**config.mk**
```make
export PLATFORM = sky130hd
export DESIGN_NAME = bounded_deque_with_search
export DESIGN_NICKNAME = d
export VERILOG_FILES = /design/src/hdl/bdq_pkg.sv /design/src/hdl/bdq_cell.sv /design/src/hdl/bdq_ctrl.sv /design/src/hdl/bounded_deque_with_search.sv
export SDC_FILE = /design/constraint.sdc
export NUM_CORES = 1
export LEC_CHECK = 0
export BUFFER_PORTS_ARGS = -buffer_cell sky130_fd_sc_hd__buf_2
export CORE_MARGIN = 4
export CORE_UTILIZATION = 65
export DETAILED_ROUTE_END_ITERATION = 7
export PLACE_DENSITY = 0.83
export SLEW_MARGIN = 20
export SYNTH_ARGS = -nofsm -noshare
export SYNTH_HDL_FRONTEND = slang
export SYNTH_SLANG_ARGS = --single-unit
```
**constraint.sdc**
```tcl
create_clock -name clk -period 7.57 [get_ports clk]
set_input_delay 0.3785 -clock clk [delete_from_list [all_inputs] [get_ports clk]]
set_output_delay 0.3785 -clock clk [all_outputs]
set_load 0.005 [all_outputs]
```
**src/hdl/bdq_pkg.sv**
```systemverilog
// Shared types and constants for the bounded deque with search.
package bdq_pkg;

  localparam int unsigned WORD_W = 32;
  localparam int unsigned OCC_W  = 5;

  localparam logic [WORD_W-1:0] NONE_WORD = '1;

  typedef enum logic [1:0] {
    ACT_PUSH_BACK  = 2'd0,
    ACT_POP_FRONT  = 2'd1,
    ACT_PUSH_FRONT = 2'd2,
    ACT_SEARCH     = 2'd3
  } action_t;

  typedef enum logic [1:0] {
    STAT_OK    = 2'd0,
    STAT_EMPTY = 2'd1,
    STAT_FULL  = 2'd2
  } status_t;

  typedef enum logic [1:0] {
    ST_IDLE,
    ST_SEARCH,
    ST_REPORT
  } state_t;

  // What every cell of the chain does in the coming cycle.
  typedef enum logic [1:0] {
    CELL_HOLD,
    CELL_SHL,
    CELL_SHR,
    CELL_LOAD
  } cell_op_t;

  typedef struct packed {
    cell_op_t           op;
    logic [WORD_W-1:0]  data;
  } cell_cmd_t;

endpackage

```
**src/hdl/bdq_cell.sv**
```systemverilog
// One storage cell of the deque chain; it shifts with its neighbors or loads a word.
module bdq_cell (
  input  logic                      clk,
  input  bdq_pkg::cell_cmd_t        cmd,
  input  logic                      hit,
  input  logic [bdq_pkg::WORD_W-1:0] left_in,
  input  logic [bdq_pkg::WORD_W-1:0] right_in,
  output logic [bdq_pkg::WORD_W-1:0] q
);

  logic [bdq_pkg::WORD_W-1:0] data_r;
  logic [bdq_pkg::WORD_W-1:0] data_nxt;

  always_comb begin
    data_nxt = data_r;
    unique case (cmd.op)
      bdq_pkg::CELL_HOLD: data_nxt = data_r;
      bdq_pkg::CELL_SHL:  data_nxt = right_in;
      bdq_pkg::CELL_SHR:  data_nxt = left_in;
      bdq_pkg::CELL_LOAD: begin
        if (hit) begin
          data_nxt = cmd.data;
        end
      end
      default:            data_nxt = data_r;
    endcase
  end

  always_ff @(posedge clk) begin
    data_r <= data_nxt;
  end

  assign q = data_r;

endmodule

```
**src/hdl/bdq_ctrl.sv**
```systemverilog
// Request sequencer, occupancy count and result register of the deque.
module bdq_ctrl #(
  parameter int unsigned DEPTH = 16
) (
  input  logic                              clk,
  input  logic                              rst_n,
  input  logic                              in_valid,
  output logic                              in_ready,
  input  logic [1:0]                        in_action,
  input  logic signed [bdq_pkg::WORD_W-1:0] in_value,
  input  logic [bdq_pkg::WORD_W-1:0]        head_word,
  output bdq_pkg::cell_cmd_t                cmd,
  output logic [$clog2(DEPTH+1)-1:0]        load_idx,
  output logic                              out_valid,
  input  logic                              out_ready,
  output logic signed [bdq_pkg::WORD_W-1:0] out_popped_value,
  output logic                              out_found,
  output logic [1:0]                        out_status,
  output logic [bdq_pkg::OCC_W-1:0]         out_occupancy
);

  localparam int unsigned CW = $clog2(DEPTH + 1);
  localparam int unsigned SW = (DEPTH > 1) ? $clog2(DEPTH) : 1;

  bdq_pkg::state_t  state_r, state_nxt;
  bdq_pkg::action_t action;

  logic [CW-1:0]                count_r, count_nxt;
  logic [SW-1:0]                step_r, step_nxt;
  logic                         found_r, found_nxt;
  logic [bdq_pkg::WORD_W-1:0]   key_r, key_nxt;

  logic                         out_valid_r, out_valid_nxt;
  logic [bdq_pkg::WORD_W-1:0]   popped_r, popped_nxt;
  logic                         found_out_r, found_out_nxt;
  bdq_pkg::status_t             status_r, status_nxt;
  logic [CW-1:0]                occ_r, occ_nxt;

  logic accept;
  logic out_free;
  logic full;
  logic empty;
  logic last_step;
  logic load_result;

  assign action    = bdq_pkg::action_t'(in_action);
  assign out_free  = !out_valid_r || out_ready;
  assign in_ready  = (state_r == bdq_pkg::ST_IDLE) && out_free;
  assign accept    = in_valid && in_ready;
  assign full      = (count_r == CW'(DEPTH));
  assign empty     = (count_r == '0);
  assign last_step = (step_r == SW'(DEPTH - 1));
  assign load_idx  = count_r;

  // Next state.
  always_comb begin
    state_nxt = state_r;
    unique case (state_r)
      bdq_pkg::ST_IDLE: begin
        if (accept && action == bdq_pkg::ACT_SEARCH) begin
          state_nxt = bdq_pkg::ST_SEARCH;
        end
      end
      bdq_pkg::ST_SEARCH: begin
        if (last_step) begin
          state_nxt = bdq_pkg::ST_REPORT;
        end
      end
      bdq_pkg::ST_REPORT: begin
        if (out_free) begin
          state_nxt = bdq_pkg::ST_IDLE;
        end
      end
      default: state_nxt = bdq_pkg::ST_IDLE;
    endcase
  end

  // Chain commands, counters and result.
  always_comb begin
    cmd.op        = bdq_pkg::CELL_HOLD;
    cmd.data      = in_value;
    count_nxt     = count_r;
    step_nxt      = step_r;
    found_nxt     = found_r;
    key_nxt       = key_r;
    load_result   = 1'b0;
    popped_nxt    = bdq_pkg::NONE_WORD;
    found_out_nxt = 1'b0;
    status_nxt    = bdq_pkg::STAT_OK;
    occ_nxt       = count_r;

    unique case (state_r)
      bdq_pkg::ST_IDLE: begin
        if (accept) begin
          unique case (action)
            bdq_pkg::ACT_PUSH_BACK: begin
              load_result = 1'b1;
              if (full) begin
                status_nxt = bdq_pkg::STAT_FULL;
              end else begin
                cmd.op    = bdq_pkg::CELL_LOAD;
                count_nxt = count_r + CW'(1);
                occ_nxt   = count_nxt;
              end
            end
            bdq_pkg::ACT_POP_FRONT: begin
              load_result = 1'b1;
              if (empty) begin
                status_nxt = bdq_pkg::STAT_EMPTY;
              end else begin
                cmd.op     = bdq_pkg::CELL_SHL;
                popped_nxt = head_word;
                count_nxt  = count_r - CW'(1);
                occ_nxt    = count_nxt;
              end
            end
            bdq_pkg::ACT_PUSH_FRONT: begin
              load_result = 1'b1;
              if (full) begin
                status_nxt = bdq_pkg::STAT_FULL;
              end else begin
                cmd.op    = bdq_pkg::CELL_SHR;
                count_nxt = count_r + CW'(1);
                occ_nxt   = count_nxt;
              end
            end
            bdq_pkg::ACT_SEARCH: begin
              key_nxt   = in_value;
              step_nxt  = '0;
              found_nxt = 1'b0;
            end
            default: ;
          endcase
        end
      end
      bdq_pkg::ST_SEARCH: begin
        // The whole chain rotates once; the head cell sees every held word in order.
        cmd.op = bdq_pkg::CELL_SHL;
        if (head_word == key_r && CW'(step_r) < count_r) begin
          found_nxt = 1'b1;
        end
        step_nxt = step_r + SW'(1);
      end
      bdq_pkg::ST_REPORT: begin
        load_result   = out_free;
        found_out_nxt = found_r;
      end
      default: ;
    endcase

    if (load_result) begin
      out_valid_nxt = 1'b1;
    end else if (out_ready) begin
      out_valid_nxt = 1'b0;
    end else begin
      out_valid_nxt = out_valid_r;
    end
  end

  always_ff @(posedge clk) begin
    if (!rst_n) begin
      state_r     <= bdq_pkg::ST_IDLE;
      count_r     <= '0;
      out_valid_r <= 1'b0;
    end else begin
      state_r     <= state_nxt;
      count_r     <= count_nxt;
      out_valid_r <= out_valid_nxt;
    end
  end

  always_ff @(posedge clk) begin
    step_r  <= step_nxt;
    found_r <= found_nxt;
    key_r   <= key_nxt;
    if (load_result) begin
      popped_r    <= popped_nxt;
      found_out_r <= found_out_nxt;
      status_r    <= status_nxt;
      occ_r       <= occ_nxt;
    end
  end

  assign out_valid        = out_valid_r;
  assign out_popped_value = popped_r;
  assign out_found        = found_out_r;
  assign out_status       = status_r;
  assign out_occupancy    = bdq_pkg::OCC_W'(occ_r);

endmodule

```
**src/hdl/bounded_deque_with_search.sv**
```systemverilog
// Top level of the bounded deque: sequencer plus a chain of storage cells.
//
// Each input request carries an action (push back, pop front, push front,
// search) and a 32-bit signed word; each request yields exactly one result
// with the popped word (-1 unless a pop succeeds), a found flag, a status
// (ok, pop on empty, insert dropped because full) and the occupancy after it.
// The words live in a row of DEPTH cells with the front word always in cell 0.
// Push front and pop shift the whole row by one place; push back loads the
// cell at the current count. The result of these is in the output register
// after the accepting edge, and the sequencer stays idle, so a new request
// can be taken as soon as the result register is free. Search rotates the
// row once while cell 0 is compared with the key, then enters its report
// state, which loads the result register; the next request is taken once
// the sequencer is back in idle.
// Both channels use valid/ready. While the result register is full and the
// receiver stalls, no new request is accepted; a finished search waits in
// its report state until the register is free.
// Reset (rst_n low, synchronous) empties the queue; stored words are not
// cleared and are never read before they are written.
module bounded_deque_with_search #(
  parameter int unsigned DEPTH = 16
) (
  input  logic                              clk,
  input  logic                              rst_n,
  input  logic                              in_valid,
  output logic                              in_ready,
  input  logic [1:0]                        in_action,
  input  logic signed [bdq_pkg::WORD_W-1:0] in_value,
  output logic                              out_valid,
  input  logic                              out_ready,
  output logic signed [bdq_pkg::WORD_W-1:0] out_popped_value,
  output logic                              out_found,
  output logic [1:0]                        out_status,
  output logic [bdq_pkg::OCC_W-1:0]         out_occupancy
);

  localparam int unsigned CW = $clog2(DEPTH + 1);

  bdq_pkg::cell_cmd_t          cmd;
  logic [CW-1:0]               load_idx;
  logic [bdq_pkg::WORD_W-1:0]  cell_q [DEPTH];

  bdq_ctrl #(
    .DEPTH(DEPTH)
  ) u_ctrl (
    .clk              (clk),
    .rst_n            (rst_n),
    .in_valid         (in_valid),
    .in_ready         (in_ready),
    .in_action        (in_action),
    .in_value         (in_value),
    .head_word        (cell_q[0]),
    .cmd              (cmd),
    .load_idx         (load_idx),
    .out_valid        (out_valid),
    .out_ready        (out_ready),
    .out_popped_value (out_popped_value),
    .out_found        (out_found),
    .out_status       (out_status),
    .out_occupancy    (out_occupancy)
  );

  for (genvar i = 0; i < DEPTH; i++) begin : g_cell
    logic [bdq_pkg::WORD_W-1:0] left_in;
    logic [bdq_pkg::WORD_W-1:0] right_in;
    logic                       hit;

    // The head cell takes a pushed-front word; the tail closes the ring.
    if (i == 0) begin : g_head
      assign left_in = cmd.data;
    end else begin : g_body
      assign left_in = cell_q[i-1];
    end

    if (i == DEPTH - 1) begin : g_tail
      assign right_in = cell_q[0];
    end else begin : g_mid
      assign right_in = cell_q[i+1];
    end

    assign hit = (load_idx == CW'(i));

    bdq_cell u_cell (
      .clk      (clk),
      .cmd      (cmd),
      .hit      (hit),
      .left_in  (left_in),
      .right_in (right_in),
      .q        (cell_q[i])
    );
  end

endmodule
```
After elaboration in Yosys (flattened, before gate mapping)
Cells that the tools add are included.
{ "totals": {"register_bits": 597, "inputBits": 38} }
{ "classes": {"add_sub_neg": 3, "magnitude_cmp": 1, "eq_ne": 48, "muxes": 62, "n_bitwise": 4, "reduce_logical": 36} }
{ "ops": {"columns": ["operator", "count"], "rows": [
  ["case mux 32 bit (3 select lines)", 16],
  ["2-to-1 mux 32 bit", 16],
  ["equality test 5 x 4 -> 1 bit (second input constant)", 8],
  ["!= test 2 bit (second input constant)", 18],
  ["AND reduction 2 bit", 17],
  ["equality test 32 bit", 1],
  ["equality test 5 x 3 -> 1 bit (second input constant)", 4],
  ["2-to-1 mux 5 bit", 4],
  ["2-to-1 mux 2 bit", 7],
  ["case mux 2 bit (3 select lines)", 2],
  ["equality test 2 bit (second input constant)", 5],
  ["equality test 5 x 2 -> 1 bit (second input constant)", 2],
  ["case mux 5 bit (2 select lines)", 1],
  ["2-to-1 mux 1 bit", 9],
  ["AND reduction 3 bit", 3],
  ["2-to-1 mux 4 bit", 2],
  ["!= test 2 x 1 -> 1 bit (second input constant)", 4],
  ["case mux 2 bit (2 select lines)", 2],
  ["case mux 4 bit (2 select lines)", 1],
  ["equality test 2 x 1 -> 1 bit (second input constant)", 3],
  ["zero test 2 bit", 3],
  ["adder 5 x 1 -> 5 bit (second input constant)", 1],
  ["equality test 5 x 1 -> 1 bit (second input constant)", 1],
  ["equality test 5 bit (second input constant)", 1],
  ["other kinds (15)", 23]
]} }

Longest topological paths before layout
{ "depth": {"depth_word": 9, "depth_mapped": 10, "mapped_depth_nobuf": 8} }

By module
Synthesis repeated with hierarchy kept, for this count alone.
{ "hier_totals": {"hier_cells": 2592, "hier_area_um2": 31048.5} }
{ "by_module_without_submodules": {"columns": ["mod", "n_inst", "cells_per_inst", "area_per_inst_um2", "seq_area_each_um2"], "rows": [
  ["bdq_cell", 16, 142, 1685.4, 960.9],
  ["bdq_ctrl", 1, 297, 3970.1, 2472.4],
  ["bounded_deque_with_search", 1, 23, 112.6, 0.0]
]} }

Worst setup path after synthesis
Ideal clock, no wire load.
{ "synth_timing": {"path_kind": "register to register", "startpoint": "register u_ctrl.count_r[1] (netlist: u_ctrl.load_idx[1])", "endpoint": "register g_cell[10].u_cell.data_r (netlist bit g_cell[10].u_cell.q[0]), enable pin", "arrival_ps": 3625, "required_ps": 7138, "setup_slack_ps": 3513, "path_stages_with_launch": 11, "path_buffers": 3, "cell_sequence": "dfxtp_1 > inv_1 > ha_1 > or3b_1 > o2111ai_4 > a21o_1 > buf_4 > buf_4 > nor2_1 > buf_2 > a21oi_1"} }
{ "synth_via": {"elab_chain_cells": 8, "elab_cells_between_ends": 14, "classes_between": "4 x eq/ne; 6 x mux; 1 x bitwise; 3 x reduce/logical"} }
{ "synth_rtl": {"columns": ["element", "line_no", "source"], "rows": [
  ["start, declared", "bdq_ctrl.sv:28", "logic [CW-1:0] count_r, count_nxt;"],
  ["start signal, assigned", "bdq_ctrl.sv:167", "count_r <= count_nxt;"],
  ["equality test 5 bit or zero test 5 bit (tied branches)", "bdq_ctrl.sv:50, bdq_ctrl.sv:51", null],
  ["2-to-1 mux 2 bit (tied with other cells)", "bdq_ctrl.sv:98", "if (full) begin"],
  ["case mux 2 bit (3 select lines)", "bdq_ctrl.sv:95", "unique case (action)"],
  ["2-to-1 mux 2 bit", "bdq_ctrl.sv:94", "if (accept) begin"],
  ["case mux 2 bit (2 select lines)", "bdq_ctrl.sv:92", "unique case (state_r)"],
  ["equality test 2 bit or zero test 2 bit (tied branches)", "bdq_cell.sv:16", "unique case (cmd.op)"],
  ["!= test 2 bit (no source line) or NOT 1 bit (tied branches)", null, null],
  ["AND reduction 2 bit (no source line) *", null, null],
  ["end signal, assigned", "bdq_cell.sv:30", "data_r <= data_nxt;"],
  ["end, declared", "bdq_cell.sv:11", "logic [bdq_pkg::WORD_W-1:0] data_r;"]
]} }
Every way passes the cells marked *; elsewhere a longest branch is shown, timed or not.
A chain may end at the register's enable or synchronous reset.

Worst setup path in the final report
{ "layout_timing": {"startpoint": "register u_ctrl.count_r[1] (netlist: u_ctrl.load_idx[1])", "endpoint": "register g_cell[9].u_cell.data_r (netlist bit g_cell[9].u_cell.q[16]), data pin"} }
{ "layout_via": {"elab_chain_cells": 7, "elab_cells_between_ends": 12, "classes_between": "4 x eq/ne; 7 x mux; 1 x reduce/logical"} }
{ "layout_rtl": {"columns": ["element", "line_no", "source"], "rows": [
  ["equality test 5 bit or zero test 5 bit (tied branches)", "bdq_ctrl.sv:50, bdq_ctrl.sv:51", null],
  ["2-to-1 mux 2 bit (tied with other cells)", "bdq_ctrl.sv:98", null],
  ["case mux 2 bit (3 select lines) *", "bdq_ctrl.sv:95", null],
  ["2-to-1 mux 2 bit *", "bdq_ctrl.sv:94", null],
  ["case mux 2 bit (2 select lines) *", "bdq_ctrl.sv:92", null],
  ["equality test 2 bit or equality test 2 x 1 -> 1 bit (tied branches)", "bdq_cell.sv:16", null],
  ["case mux 32 bit (3 select lines) *", "bdq_cell.sv:16", null],
  ["net g_cell[9].u_cell.data_nxt, one bit", "bdq_cell.sv:12", "logic [bdq_pkg::WORD_W-1:0] data_nxt;"],
  ["end signal, assigned", "bdq_cell.sv:30", null],
  ["end, declared", "bdq_cell.sv:11", null]
]} }
The timed path passes the listed nets; every way through them passes the cells marked *.

==> metrics <==
GRT Util Overall=0.290; EDFF count, synth=roughly 590; global-route congestion overflow total=0; largest net degree at the start of global routing=323; non-filler instance count after layout=3,157; Yosys warnings=0; share of post-route cells with drive strength above 1=0.0947; maximum vdd ir drop=0.188 mV; Post-Synthesis Cells=between 2,000 and 3,000; average wire per cell in the routed design=21.6 um; Final GP Congestion=0.902; final worst slack=2.80 ns; Worst setup SP type=flip-flop; DRC=0; vias in the first global route=19,100; ant diodes=0; io pins=80; CP Capture Type=flip-flop; global-route wire length before repair=107 mm; DR vias/cell=6.46; half-perimeter wire length after placement=~41 mm; Initial Util=0.658; Layout Skew=0.0164 ns; initial antenna violation count=1; utilization after layout=0.725; Setup-failing EPs final=0; Clk Latency, worst-skew pair=0.62 ns; Max Root-Sink Buffers=3; Netlist cell types=46; max-cap check violation count=0; Iter 0 DRT Violations=3,219; post-synthesis register bit count=between 500 and 600; leading area contributor after synthesis=edfxtp_1; Crit Path Class=reg2reg; vias=approximately 20,000; sequential share of the synthesized area=0.646; DRT Pass-1 Iters=6; dpl ws=roughly 2.6 ns; Slew Limit Fails=0; syn_nets=2,642; Final Hold Fails=0; pwr/cell area=295 nW/um^2; Fmax achieved=approximately 210 MHz; DIE HEIGHT=214 um; measured slew at the worst slew-check pin=1.11 ns; DRT antenna net count=0; most frequent cells in the layout=edfxtp_1, nand2_1, a21oi_1; Nets=2,618; CTS root buf=clkbuf_16; Port Buffers=79; syn_area_per_cell=roughly 11 um^2; worst-case reg-to-reg path depth=10; CP max FO=193; Worst-path clk slew=0.06 ns; core box area=41,900 um^2; drt total wl=a little under 70 mm; Critical Path RT=roughly 8.0 ns; worst hold path type=in2reg; top area cells in the synthesized netlist=edfxtp_1, a21oi_1, o21ai_1, nand2_1, buf_2; Post-CTS Resized=0; Die X=214 um; CTS tree=done; Row Count=75; crit path time final=around 4.8 ns; P_leak=10.8 nW; Slew headroom=0.260; status=completed; # H-tree levels=2; cell depth of the worst hold path=1; crit path DAT=5.22 ns; Tcrit/Tclk final=0.630; Synth Flop Type=edfxtp_1; most common cell after layout, fill and taps aside=edfxtp_1; setup total negative slack=0 ns; total CTS buffers=59; die area=45,800 um^2; area grow syn2layout=10.2%; fraction of registers with async set or reset after synthesis=0; mapped cell area=27,600 um^2; top cell type's share of synthesized area=0.640; DP Cell Count=3,026; RSZ-0062 raised after global routing=false; clock sinks=between 500 and 600
==> critical path: stages, from the launching register on <==
cell and delay [ns]:
dfxtp_1 0.37, inv_1 0.18, ha_1 0.32, or3b_1 0.45, o2111ai_4 0.22, buf_4 0.59, a21o_4 0.65, buf_12 0.56
buf_12 0.60, a21oi_1 0.19, o21ai_1 0.20
==> state kept, by name (all words and copies together), names as in the netlist <==
register                 count
g_cell.u_cell.q            512
u_ctrl.key_r                32
u_ctrl.out_popped_value     32
u_ctrl.load_idx              5
u_ctrl.out_occupancy         5
u_ctrl.step_r                4
u_ctrl.out_status            2
u_ctrl.state_r               2
u_ctrl.found_r               1
u_ctrl.out_found             1
u_ctrl.out_valid             1
==> synth_stat cells, types with 2 or more instances <==
| library cell | number |
|---|---|
| a21o_1 | 2 |
| edfxtp_1 | 589 |
| nor4_1 | 2 |
| nor2_1 | 13 |
| nand2b_1 | 36 |
| inv_1 | 41 |
| a31oi_1 | 2 |
| and3_1 | 3 |
| nor2b_1 | 2 |
| nand2_1 | 531 |
| buf_1 | 15 |
| and2_1 | 7 |
| dfxtp_1 | 8 |
| ha_1 | 10 |
| a211oi_1 | 4 |
| o21a_1 | 2 |
| xnor2_1 | 34 |
| buf_2 | 100 |
| nor3_1 | 12 |
| o21ai_0 | 34 |
| buf_4 | 9 |
| nand3_1 | 5 |
| a211oi_2 | 30 |
| o22ai_1 | 3 |
| nand4_1 | 10 |
| clkbuf_1 | 93 |
| o21ai_1 | 479 |
| a21oi_1 | 500 |
==> layout make-up <==
class	count	area (um^2)
sequential	597	17800
timing repair buffer	134	1070
fill	2693	11500
tap	539	674
clock buffer	73	1550
inverter	42	158
clock inverter	36	278
multi-input combinational	1736	8850
==> per-layer routing <==
| metal | GRT usage | routed length, um | vias up |
|---|---|---|---|
| met5 | 0 | 0 | - |
| met4 | 0.0983 | 2200 | 0 |
| met3 | 0.0591 | 7910 | 160 |
| met2 | 0.439 | 31100 | 1174 |
| met1 | 0.427 | 27100 | 9719 |
| li1 | - | - | 9326 |
==> repair_timing <==
action                                 CTS  global route
hold buffers                            19             0
setup buffers                            0             0
endpoints found under the hold margin   19             0
==> through the flow <==
| stage | hold slack, ns | total power, mW | area, um^2 |
|---|---|---|---|
| final | 0.0361 | 8.97 | 30400 |
| after global routing | 0.0113 | 9.34 | 30400 |
| after CTS | 0.000638 | 8.94 | 30300 |
| after detailed placement | 0.521 | 6.14 | 28300 |
| after global placement | 0.513 | 6.03 | 28200 |
| after floorplan | 0.477 | 5.63 | 27600 |
==> kinds of logic (layout without fill, tap and decap cells) <==
kind of cell	after synthesis	after routing	share of synthesized area
adder cells (fa/ha/maj)	10	10	0.00453
flip-flops	597	597	0.646
buffers and inverters	261	285	0.0415
AO/OA/AOI/OAI	1063	1063	0.203
AND/OR/NAND/NOR	627	627	0.0927
XOR/XNOR	36	36	0.0117
==> where the power goes <==
| part | internal, mW | total (mW) | switching, mW |
|---|---|---|---|
| clock | 1.58 | 2.82 | 1.24 |
| combinational | 0.496 | 1.52 | 1.03 |
| sequential | 4.33 | 4.63 | 0.305 |
==> final timing paths <==
| path | endpoint | from | slack, ns |
|---|---|---|---|
| worst max-delay path | g_cell[9].u_cell.q[16] | u_ctrl.load_idx[1] | 2.80 |
| worst min-delay path | u_ctrl.key_r[14] | in_value[14] | 0.04 |
| worst max register to register | g_cell[9].u_cell.q[16] | u_ctrl.load_idx[1] | 2.80 |
| worst min register to register | g_cell[14].u_cell.q[8] | g_cell[15].u_cell.q[8] | 0.53 |
(Power assumes the default switching activity.)
